`config.mk`:
```
export PLATFORM = sky130hd
export DESIGN_NAME = terminal_key_byte_decoder_top
export DESIGN_NICKNAME = d
export VERILOG_FILES = /design/src/hw/rtl/tkd_pkg.sv /design/src/hw/rtl/tkd_front.sv /design/src/hw/rtl/tkd_queue.sv /design/src/hw/rtl/tkd_back.sv /design/src/hw/rtl/terminal_key_byte_decoder_top.sv
export SDC_FILE = /design/constraint.sdc
export NUM_CORES = 1
export LEC_CHECK = 0
export ABC_CLOCK_PERIOD_IN_PS = 13700
export BUFFER_PORTS_ARGS = -buffer_cell sky130_fd_sc_hd__buf_4
export CORE_MARGIN = 2
export CORE_UTILIZATION = 53
export CTS_CLUSTER_DIAMETER = 150
export DETAILED_ROUTE_END_ITERATION = 7
export PLACE_DENSITY_LB_ADDON = 0.05
export REMOVE_ABC_BUFFERS = 1
export SLEW_MARGIN = 20
export SYNTH_ARGS = -nofsm -noshare
export SYNTH_HDL_FRONTEND = slang
export SYNTH_SLANG_ARGS = --single-unit
```
`constraint.sdc`:
```
create_clock -name clk -period 13.7 [get_ports clk]
set_input_delay 0.685 -clock clk [delete_from_list [all_inputs] [get_ports clk]]
set_output_delay 0.685 -clock clk [all_outputs]
set_load 0.01 [all_outputs]
```
`src/hw/rtl/tkd_pkg.sv`:
```
// Shared types, codes and constants of the terminal key byte decoder.
package tkd_pkg;

  localparam int PARAM_MAX          = 15;
  localparam int PARAM_CAPACITY_DEF = 15;
  localparam int FILL_W             = 4;
  localparam int WAIT_W             = 16;
  localparam int QUEUE_DEPTH        = 2;
  localparam int QUEUE_PTR_W        = $clog2(QUEUE_DEPTH);

  localparam logic [WAIT_W-1:0] ESC_WAIT_RESET = 16'd100;

  localparam logic       MODE_BYTE = 1'b0;
  localparam logic       MODE_TICK = 1'b1;

  localparam logic [7:0]  BYTE_ESC       = 8'h1B;
  localparam logic [7:0]  BYTE_CSI_INTRO = 8'h5B;
  localparam logic [7:0]  BYTE_SS3_INTRO = 8'h4F;
  localparam logic [7:0]  BYTE_TAB       = 8'h09;
  localparam logic [7:0]  BYTE_LF        = 8'h0A;
  localparam logic [7:0]  BYTE_CR        = 8'h0D;
  localparam logic [7:0]  CTRL_LO        = 8'h01;
  localparam logic [7:0]  CTRL_HI        = 8'h1A;
  localparam logic [7:0]  CTRL_OFFSET    = 8'h40;
  localparam logic [7:0]  PRINT_LO       = 8'h20;
  localparam logic [7:0]  FINAL_LO       = 8'h40;
  localparam logic [7:0]  FINAL_HI       = 8'h7E;
  localparam logic [20:0] CP_REPLACEMENT = 21'h00FFFD;

  typedef enum logic [2:0] {
    PH_IDLE,
    PH_UTF8,
    PH_ESC,
    PH_CSI,
    PH_SS3
  } phase_t;

  typedef enum logic [2:0] {
    KIND_CHAR = 3'd0,
    KIND_CTRL = 3'd1,
    KIND_ALT  = 3'd2,
    KIND_CSI  = 3'd3,
    KIND_SS3  = 3'd4
  } kind_t;

  typedef struct packed {
    logic       mode;
    logic [7:0] data_byte;
  } in_item_t;

  typedef struct packed {
    logic [2:0]  event_kind;
    logic [20:0] codepoint;
    logic [2:0]  utf8_len;
    logic [31:0] raw_bytes;
    logic [7:0]  key_code;
    logic        final_seen;
    logic [7:0]  final_code;
    logic [3:0]  param_count;
    logic [63:0] params_low;
    logic [55:0] params_high;
  } out_item_t;

  // Classified event passed from the front to the back through the queue.
  typedef struct packed {
    kind_t                  kind;
    logic                   err;
    logic [2:0]             count;
    logic [31:0]            raw;
    logic [7:0]             key;
    logic                   seen;
    logic [7:0]             fin;
    logic [FILL_W-1:0]      pcount;
    logic [PARAM_MAX*8-1:0] params;
  } req_t;

endpackage

```
`src/hw/rtl/tkd_front.sv`:
```
// Front end: accepts input items, tracks sequence state and classifies events.
module tkd_front import tkd_pkg::*; #(
  parameter int PARAM_CAPACITY = PARAM_CAPACITY_DEF
) (
  input  logic              clk,
  input  logic              rst,
  input  logic              in_valid,
  output logic              in_ready,
  input  in_item_t          in_item,
  input  logic              cfg_wr_en,
  input  logic [WAIT_W-1:0] cfg_wr_data,
  input  logic              q_full,
  output logic              q_push,
  output req_t              q_req
);

  localparam int IDX_W = (PARAM_CAPACITY > 1) ? $clog2(PARAM_CAPACITY) : 1;
  localparam logic [FILL_W-1:0] FILL_LAST = FILL_W'(PARAM_CAPACITY);

  phase_t            phase, phase_next;
  logic [2:0]        seq_expected, seq_expected_next;
  logic [2:0]        seq_received, seq_received_next;
  logic [31:0]       seq_bytes, seq_bytes_next;
  logic [WAIT_W-1:0] wait_counter, wait_counter_next;
  logic [FILL_W-1:0] fill, fill_next;
  logic [WAIT_W-1:0] escape_wait_ticks;
  logic [7:0]        param_store [PARAM_CAPACITY];

  logic                   accept;
  logic [7:0]             b;
  logic [WAIT_W-1:0]      wc_inc;
  logic [FILL_W-1:0]      fill_inc;
  logic [FILL_W-1:0]      fill_after;
  logic [2:0]             recv_inc;
  logic [31:0]            bytes_merged;
  logic                   csi_final;
  logic                   csi_store;
  logic [PARAM_MAX*8-1:0] params_cur;
  logic [2:0]             lead_len;
  logic                   is_ctrl;

  function automatic logic [2:0] lead_length(input logic [7:0] v);
    logic [2:0] n;
    if (v[7] == 1'b0)             n = 3'd1;
    else if (v[7:5] == 3'b110)    n = 3'd2;
    else if (v[7:4] == 4'b1110)   n = 3'd3;
    else if (v[7:3] == 5'b11110)  n = 3'd4;
    else                          n = 3'd0;
    return n;
  endfunction

  assign in_ready   = !q_full;
  assign accept     = in_valid && in_ready;
  assign b          = in_item.data_byte;
  assign wc_inc     = (wait_counter != '1) ? WAIT_W'(wait_counter + 1'b1) : wait_counter;
  assign fill_inc   = FILL_W'(fill + 1'b1);
  assign recv_inc   = 3'(seq_received + 3'd1);
  assign csi_final  = (b >= FINAL_LO) && (b <= FINAL_HI);
  assign csi_store  = (phase == PH_CSI) && (in_item.mode == MODE_BYTE) && !csi_final &&
                      (fill < FILL_LAST);
  assign fill_after = csi_store ? fill_inc : fill;
  assign lead_len   = lead_length(b);
  assign is_ctrl    = (b >= CTRL_LO) && (b <= CTRL_HI) && (b != BYTE_TAB) &&
                      (b != BYTE_LF) && (b != BYTE_CR);

  always_comb begin
    case (seq_received)
      3'd1:    bytes_merged = seq_bytes | {16'b0, b, 8'b0};
      3'd2:    bytes_merged = seq_bytes | {8'b0, b, 16'b0};
      3'd3:    bytes_merged = seq_bytes | {b, 24'b0};
      default: bytes_merged = seq_bytes;
    endcase
  end

  // Parameter bytes as they stand after this cycle's store.
  for (genvar i = 0; i < PARAM_MAX; i++) begin : g_params
    if (i < PARAM_CAPACITY) begin : g_live
      assign params_cur[8*i +: 8] =
        (csi_store && (fill == FILL_W'(i))) ? b : param_store[i];
    end else begin : g_pad
      assign params_cur[8*i +: 8] = 8'h00;
    end
  end

  always_comb begin
    phase_next        = phase;
    seq_expected_next = seq_expected;
    seq_received_next = seq_received;
    seq_bytes_next    = seq_bytes;
    wait_counter_next = wait_counter;
    fill_next         = fill;
    q_push            = 1'b0;
    q_req             = '0;
    q_req.kind        = KIND_CHAR;
    q_req.count       = 3'd1;

    if (accept) begin
      if (in_item.mode == MODE_TICK) begin
        case (phase)
          PH_UTF8: begin
            q_push      = 1'b1;
            q_req.err   = 1'b1;
            q_req.count = seq_expected;
            q_req.raw   = seq_bytes;
            phase_next  = PH_IDLE;
          end
          PH_ESC: begin
            wait_counter_next = wc_inc;
            if (wc_inc >= escape_wait_ticks) begin
              q_push     = 1'b1;
              q_req.raw  = {24'b0, BYTE_ESC};
              phase_next = PH_IDLE;
            end
          end
          PH_CSI: begin
            q_push       = 1'b1;
            q_req.kind   = KIND_CSI;
            q_req.pcount = fill;
            q_req.params = params_cur;
            phase_next   = PH_IDLE;
          end
          PH_SS3: begin
            q_push     = 1'b1;
            q_req.raw  = {24'b0, BYTE_ESC};
            phase_next = PH_IDLE;
          end
          default: phase_next = PH_IDLE;
        endcase
      end else begin
        case (phase)
          PH_UTF8: begin
            if ((b[7:6] != 2'b10) || (seq_received >= 3'd4) ||
                (seq_received >= seq_expected)) begin
              // Bad continuation: report the bytes so far, drop this one.
              q_push      = 1'b1;
              q_req.err   = 1'b1;
              q_req.count = seq_expected;
              q_req.raw   = seq_bytes;
              phase_next  = PH_IDLE;
            end else begin
              seq_bytes_next    = bytes_merged;
              seq_received_next = recv_inc;
              if (recv_inc == seq_expected) begin
                q_push      = 1'b1;
                q_req.count = seq_expected;
                q_req.raw   = bytes_merged;
                phase_next  = PH_IDLE;
              end
            end
          end
          PH_ESC: begin
            if (b == BYTE_CSI_INTRO) begin
              phase_next = PH_CSI;
              fill_next  = '0;
            end else if (b == BYTE_SS3_INTRO) begin
              phase_next = PH_SS3;
            end else if ((b >= PRINT_LO) && (b <= FINAL_HI)) begin
              q_push     = 1'b1;
              q_req.kind = KIND_ALT;
              q_req.key  = b;
              phase_next = PH_IDLE;
            end else begin
              q_push     = 1'b1;
              q_req.raw  = {24'b0, BYTE_ESC};
              phase_next = PH_IDLE;
            end
          end
          PH_CSI: begin
            if (csi_final) begin
              q_push       = 1'b1;
              q_req.kind   = KIND_CSI;
              q_req.seen   = 1'b1;
              q_req.fin    = b;
              q_req.pcount = fill;
              q_req.params = params_cur;
              phase_next   = PH_IDLE;
            end else begin
              fill_next = fill_after;
              if (fill_after >= FILL_LAST) begin
                // Store full: close the sequence without a final byte.
                q_push       = 1'b1;
                q_req.kind   = KIND_CSI;
                q_req.pcount = fill_after;
                q_req.params = params_cur;
                phase_next   = PH_IDLE;
              end
            end
          end
          PH_SS3: begin
            q_push     = 1'b1;
            q_req.kind = KIND_SS3;
            q_req.fin  = b;
            phase_next = PH_IDLE;
          end
          default: begin
            phase_next = PH_IDLE;
            if (b == BYTE_ESC) begin
              phase_next        = PH_ESC;
              wait_counter_next = '0;
            end else if (lead_len == 3'd0) begin
              q_push    = 1'b1;
              q_req.err = 1'b1;
              q_req.raw = {24'b0, b};
            end else if (lead_len == 3'd1) begin
              q_push = 1'b1;
              if (is_ctrl) begin
                q_req.kind = KIND_CTRL;
                q_req.key  = 8'(b + CTRL_OFFSET);
              end else begin
                q_req.raw = {24'b0, b};
              end
            end else begin
              seq_expected_next = lead_len;
              seq_received_next = 3'd1;
              seq_bytes_next    = {24'b0, b};
              phase_next        = PH_UTF8;
            end
          end
        endcase
      end
    end
  end

  always_ff @(posedge clk) begin
    if (rst) begin
      phase             <= PH_IDLE;
      seq_expected      <= '0;
      seq_received      <= '0;
      seq_bytes         <= '0;
      wait_counter      <= '0;
      fill              <= '0;
      escape_wait_ticks <= ESC_WAIT_RESET;
    end else begin
      phase        <= phase_next;
      seq_expected <= seq_expected_next;
      seq_received <= seq_received_next;
      seq_bytes    <= seq_bytes_next;
      wait_counter <= wait_counter_next;
      fill         <= fill_next;
      if (cfg_wr_en) begin
        escape_wait_ticks <= cfg_wr_data;
      end
    end
  end

  always_ff @(posedge clk) begin
    if (accept && csi_store) begin
      param_store[fill[IDX_W-1:0]] <= b;
    end
  end

endmodule

```
`src/hw/rtl/tkd_queue.sv`:
```
// Short request queue between the decoder front and back.
module tkd_queue import tkd_pkg::*; (
  input  logic clk,
  input  logic rst,
  input  logic push,
  input  req_t req_in,
  output logic full,
  output logic valid,
  input  logic pop,
  output req_t req_out
);

  req_t                   entries [QUEUE_DEPTH];
  logic [QUEUE_PTR_W-1:0] wr_ptr;
  logic [QUEUE_PTR_W-1:0] rd_ptr;
  logic [QUEUE_PTR_W:0]   count;

  assign full    = (count == (QUEUE_PTR_W + 1)'(QUEUE_DEPTH));
  assign valid   = (count != '0);
  assign req_out = entries[rd_ptr];

  always_ff @(posedge clk) begin
    if (rst) begin
      wr_ptr <= '0;
      rd_ptr <= '0;
      count  <= '0;
    end else begin
      if (push) begin
        wr_ptr <= QUEUE_PTR_W'(wr_ptr + 1'b1);
      end
      if (pop) begin
        rd_ptr <= QUEUE_PTR_W'(rd_ptr + 1'b1);
      end
      if (push && !pop) begin
        count <= (QUEUE_PTR_W + 1)'(count + 1'b1);
      end else if (pop && !push) begin
        count <= (QUEUE_PTR_W + 1)'(count - 1'b1);
      end
    end
  end

  always_ff @(posedge clk) begin
    if (push) begin
      entries[wr_ptr] <= req_in;
    end
  end

endmodule

```
`src/hw/rtl/tkd_back.sv`:
```
// Back end: turns queued requests into formatted key events in an output register.
module tkd_back import tkd_pkg::*; (
  input  logic      clk,
  input  logic      rst,
  input  logic      q_valid,
  output logic      q_pop,
  input  req_t      q_req,
  output logic      out_valid,
  input  logic      out_ready,
  output out_item_t out_item
);

  out_item_t              fmt;
  logic [PARAM_MAX*8-1:0] params_masked;

  function automatic logic [20:0] assemble(input logic [2:0] n, input logic [31:0] r);
    logic [20:0] cp;
    case (n)
      3'd2:    cp = {10'b0, r[4:0], r[13:8]};
      3'd3:    cp = {5'b0, r[3:0], r[13:8], r[21:16]};
      3'd4:    cp = {r[2:0], r[13:8], r[21:16], r[29:24]};
      default: cp = CP_REPLACEMENT;
    endcase
    return cp;
  endfunction

  assign q_pop = q_valid && (!out_valid || out_ready);

  always_comb begin
    params_masked = '0;
    for (int i = 0; i < PARAM_MAX; i++) begin
      if (FILL_W'(i) < q_req.pcount) begin
        params_masked[8*i +: 8] = q_req.params[8*i +: 8];
      end
    end
  end

  always_comb begin
    fmt            = '0;
    fmt.event_kind = q_req.kind;
    case (q_req.kind)
      KIND_CHAR: begin
        if (q_req.err) begin
          fmt.codepoint = CP_REPLACEMENT;
        end else if (q_req.count == 3'd1) begin
          fmt.codepoint = {13'b0, q_req.raw[7:0]};
        end else begin
          fmt.codepoint = assemble(q_req.count, q_req.raw);
        end
        fmt.utf8_len  = q_req.count;
        fmt.raw_bytes = q_req.raw;
      end
      KIND_CTRL, KIND_ALT: begin
        fmt.key_code = q_req.key;
      end
      KIND_CSI: begin
        fmt.final_seen  = q_req.seen;
        fmt.final_code  = q_req.fin;
        fmt.param_count = q_req.pcount;
        fmt.params_low  = params_masked[63:0];
        fmt.params_high = params_masked[PARAM_MAX*8-1:64];
      end
      KIND_SS3: begin
        fmt.final_code = q_req.fin;
      end
      default: fmt = '0;
    endcase
  end

  always_ff @(posedge clk) begin
    if (rst) begin
      out_valid <= 1'b0;
    end else if (q_pop) begin
      out_valid <= 1'b1;
    end else if (out_ready) begin
      out_valid <= 1'b0;
    end
  end

  always_ff @(posedge clk) begin
    if (q_pop) begin
      out_item <= fmt;
    end
  end

endmodule

```
`src/hw/rtl/terminal_key_byte_decoder_top.sv`:
```
// Top level of the terminal key byte decoder: front, request queue and back.
// Path: an accepted request's event is written into the queue, then into the output register.
// Throughput: one request per cycle while the queue has room; in_ready drops when it is full.
// Backpressure: the two-entry queue ahead of the output register absorbs stalls.
// Reset (rst, synchronous, active high) clears the decode phase, queue and output valid.
// Reset also sets the escape wait to 100 idle ticks.
module terminal_key_byte_decoder_top import tkd_pkg::*; #(
  parameter int PARAM_CAPACITY = PARAM_CAPACITY_DEF
) (
  input  logic              clk,
  input  logic              rst,
  // Input requests: a byte or one idle tick.
  input  logic              in_valid,
  output logic              in_ready,
  input  in_item_t          in_item,
  // Escape wait register; write it only while idle (the block itself does not enforce this).
  input  logic              cfg_wr_en,
  input  logic [WAIT_W-1:0] cfg_wr_data,
  // Key events.
  output logic              out_valid,
  input  logic              out_ready,
  output out_item_t         out_item
);

  logic q_push;
  logic q_full;
  logic q_valid;
  logic q_pop;
  req_t q_req_in;
  req_t q_req_out;

  // Front: accept a request whenever the queue has room, advance the
  // UTF-8 / escape phase and push at most one classified event.
  tkd_front #(
    .PARAM_CAPACITY(PARAM_CAPACITY)
  ) u_front (
    .clk        (clk),
    .rst        (rst),
    .in_valid   (in_valid),
    .in_ready   (in_ready),
    .in_item    (in_item),
    .cfg_wr_en  (cfg_wr_en),
    .cfg_wr_data(cfg_wr_data),
    .q_full     (q_full),
    .q_push     (q_push),
    .q_req      (q_req_in)
  );

  // Queue: hold classified events so the front keeps going while the
  // output side stalls.
  tkd_queue u_queue (
    .clk    (clk),
    .rst    (rst),
    .push   (q_push),
    .req_in (q_req_in),
    .full   (q_full),
    .valid  (q_valid),
    .pop    (q_pop),
    .req_out(q_req_out)
  );

  // Back: assemble codepoints, zero fields that do not apply and drive
  // the registered output.
  tkd_back u_back (
    .clk      (clk),
    .rst      (rst),
    .q_valid  (q_valid),
    .q_pop    (q_pop),
    .q_req    (q_req_out),
    .out_valid(out_valid),
    .out_ready(out_ready),
    .out_item (out_item)
  );

endmodule

```
==> run metrics <==
WP data arrival 6.23 ns; Post-DRT Antenna Nets 0; nets 2549; RSZ-0062 raised after global routing no; synthesized flop and latch total 763; Max-slew headroom 0.2034; Peak VDD IR 113.0 uV; leading cell types in the layout, fill and taps excluded edfxtp_1, nor2_1, mux2i_1, buf_4, nand2_1; GRT Overall Usage 0.2264; # IOs 232; Placed Area 33830 um^2; die area 61480 um^2; fin cells 3322; first-pass GRT wire length 105700 um; ys async rst share 0; critical path launch point type flip-flop; Worst-path clk slew 0.06 ns; final WL 69690 um; Post-Synthesis Cells 2284; Seq/Total Area, Yosys 0.7000; share of cells above drive strength 1 0.1566; post-synth cell types 79; PwrDens 179.2 nW/um^2; status finished, final reports clean; final total power 6.541 mW; TritonCTS buffer count 80; drt pass-1 iters 5; Die X 248.0 um; max-cap check violation count 0; core area 58910 um^2; Worst Path Max Fanout 74; Root Driver clkbuf_16; final hold violations 0; Max Transition Viols Final 0; via/cell ratio 5.626; fmax 0.1665 GHz; number of global-route vias before repair 18.43k; Cells after DPL 3174; yosys synthesis warning count 0; CTS resizes 0; layout overhead on the synthesized area 15.72%; Final GP Congestion 0.8436; fill cell count 4528; Top FF cell, synth edfxtp_1; r2r setup slk 7.69 ns; EDFF count, synth 680; Avg Inst Size Synth 13.81 um^2; Sink Count 763; row cnt 89; Worst setup EP type flip-flop; min Tclk post-route 6.005 ns; cts-stage hold buffer count 0; input/output buffers 231; Max Buffers Root-to-Sink 3; via count 18.69k; Worst Max-Slew Pin Slew 1.187 ns; largest net degree at the start of global routing 128; drt initial violations 1497; Post-CTS Setup Inserts 0; CTS tree done; period utilization 0.4383; DR WL/cell 20.98 um; total gr overflow 0; Initial Util 0.5355; Final HPWL DP 42550 um; CTS H-tree depth 3; Final Cell Area 36500 um^2; area of the multi-input gates 8755 um^2; Clock Skew 0.02667 ns; die height 248.0 um; DRC viols 0; type of the worst min-delay path in2reg; mapped cell area 31540 um^2; initial antenna violation count 1; Leak Pwr 12.82 nW; worst skew pair latency 0.62 ns; CP Class reg2reg; Req. time, crit path 13.92 ns; Setup TNS Final 0 ns; setup violators final 0; most common cell after layout, fill and taps aside edfxtp_1; FF/Latch Area 22080 um^2; smallest hold slack 0.3036 ns
==> per-layer routing <==
metal | vias up | global-route usage | wire length [um]
li1 | 8822 | - | -
met1 | 9270 | 0.3073 | 30160
met2 | 497 | 0.3710 | 34460
met3 | 97 | 0.03709 | 3408
met4 | 2 | 0.08084 | 1649
met5 | - | 0 | 14
==> Yosys cell counts (7+ instances only) <==
library cell,count,share of area
a211o_1,7,0.0019
dfxtp_1,83,0.053
o211ai_1,7,0.0017
xnor2_1,14,0.0039
and3_1,16,0.0032
nand4_1,15,0.0030
o21ai_0,39,0.0062
nand2_1,99,0.012
nor2b_1,13,0.0026
or3_1,10,0.0020
a21oi_1,96,0.015
inv_1,42,0.0050
ha_1,34,0.013
buf_2,52,0.0083
buf_1,7,0.00083
a211oi_1,9,0.0021
edfxtp_1,680,0.65
and2_1,29,0.0058
nand2b_1,12,0.0024
nor2_1,424,0.050
nand3_1,35,0.0056
mux2i_1,311,0.099
a22oi_1,33,0.0079
mux2_2,10,0.0036
o21ai_1,8,0.0013
clkbuf_1,64,0.0076
nor3_1,15,0.0024
==> cells by family (layout without fill, tap and decap cells) <==
| group | count (synthesis) | count (layout) | share of synthesized area |
|---|---|---|---|
| xor gates and xnor gates | 20 | 20 | 0.005553 |
| muxes | 321 | 321 | 0.1023 |
| DFF | 763 | 763 | 0.7000 |
| other | 0 | 1 | 0 |
| buffers and inverters | 172 | 436 | 0.02348 |
| adders and majority gates | 34 | 34 | 0.01349 |
| AOI/OAI and AO/OA | 271 | 271 | 0.05704 |
| and+or+nand+nor | 703 | 703 | 0.09814 |
==> worst max-delay path: stages (launching register included) <==
cell and delay [ns]:
dfxtp_1 0.44, ha_1 0.27, nand4_1 0.33, nor2_1 0.23, nand3_1 0.28, nand2_1 0.34
nor2_1 0.11, xnor2_1 0.15, ha_1 0.31, nand4_1 0.14, a211oi_1 0.20, a221oi_1 0.17
o31a_1 0.36, a211oi_1 0.42, nor2b_4 0.89, buf_4 0.93
==> stage by stage <==
stage | util | worst slack, ns
detailed placement | 0.5742 | 7.678
global route | 0.6196 | 7.007
CTS | 0.6187 | 7.652
floorplan | - | 2.100
global placement | 0.5742 | 7.786
finish | 0.6196 | 7.695
==> final cells by class <==
type	count	share of cell area
Clock buffer	106	0.06067
Inverter	42	0.004525
Antenna cell	1	0.00006856
Multi-Input combinational cell	1349	0.2398
Sequential cell	763	0.6050
Timing Repair Buffer	249	0.05231
Clock inverter	39	0.01104
Tap cell	773	0.02650
==> sequential cells by signal, summed over array words and instances (netlist names), 2 cells and up, named ones only <==
name	flops
u_back.out_item	200
u_front.escape_wait_ticks	16
u_front.fill	4
u_front.param_store	120
u_front.phase	3
u_front.seq_bytes	32
u_front.seq_expected	3
u_front.seq_received	3
u_front.wait_counter	16
u_queue.count	2
u_queue.entries	360
==> final timing paths <==
kind                                 from                            end  cells after the start
hold / removal            cfg_wr_data[10]  u_front.escape_wait_ticks[10]                      3
setup reg to reg  u_front.wait_counter[0]        u_queue.entries[0][115]                     15
hold reg to reg      u_front.seq_bytes[2]           u_front.seq_bytes[2]                      2
setup / recovery  u_front.wait_counter[0]        u_queue.entries[0][115]                     15
==> report_power, final <==
group,total (mW),switching (mW),internal (mW)
combinational,1.30,0.801,0.500
sequential,3.09,0.121,2.97
clock,2.15,0.862,1.29
No activity file was read; power rests on OpenSTA's default activity.
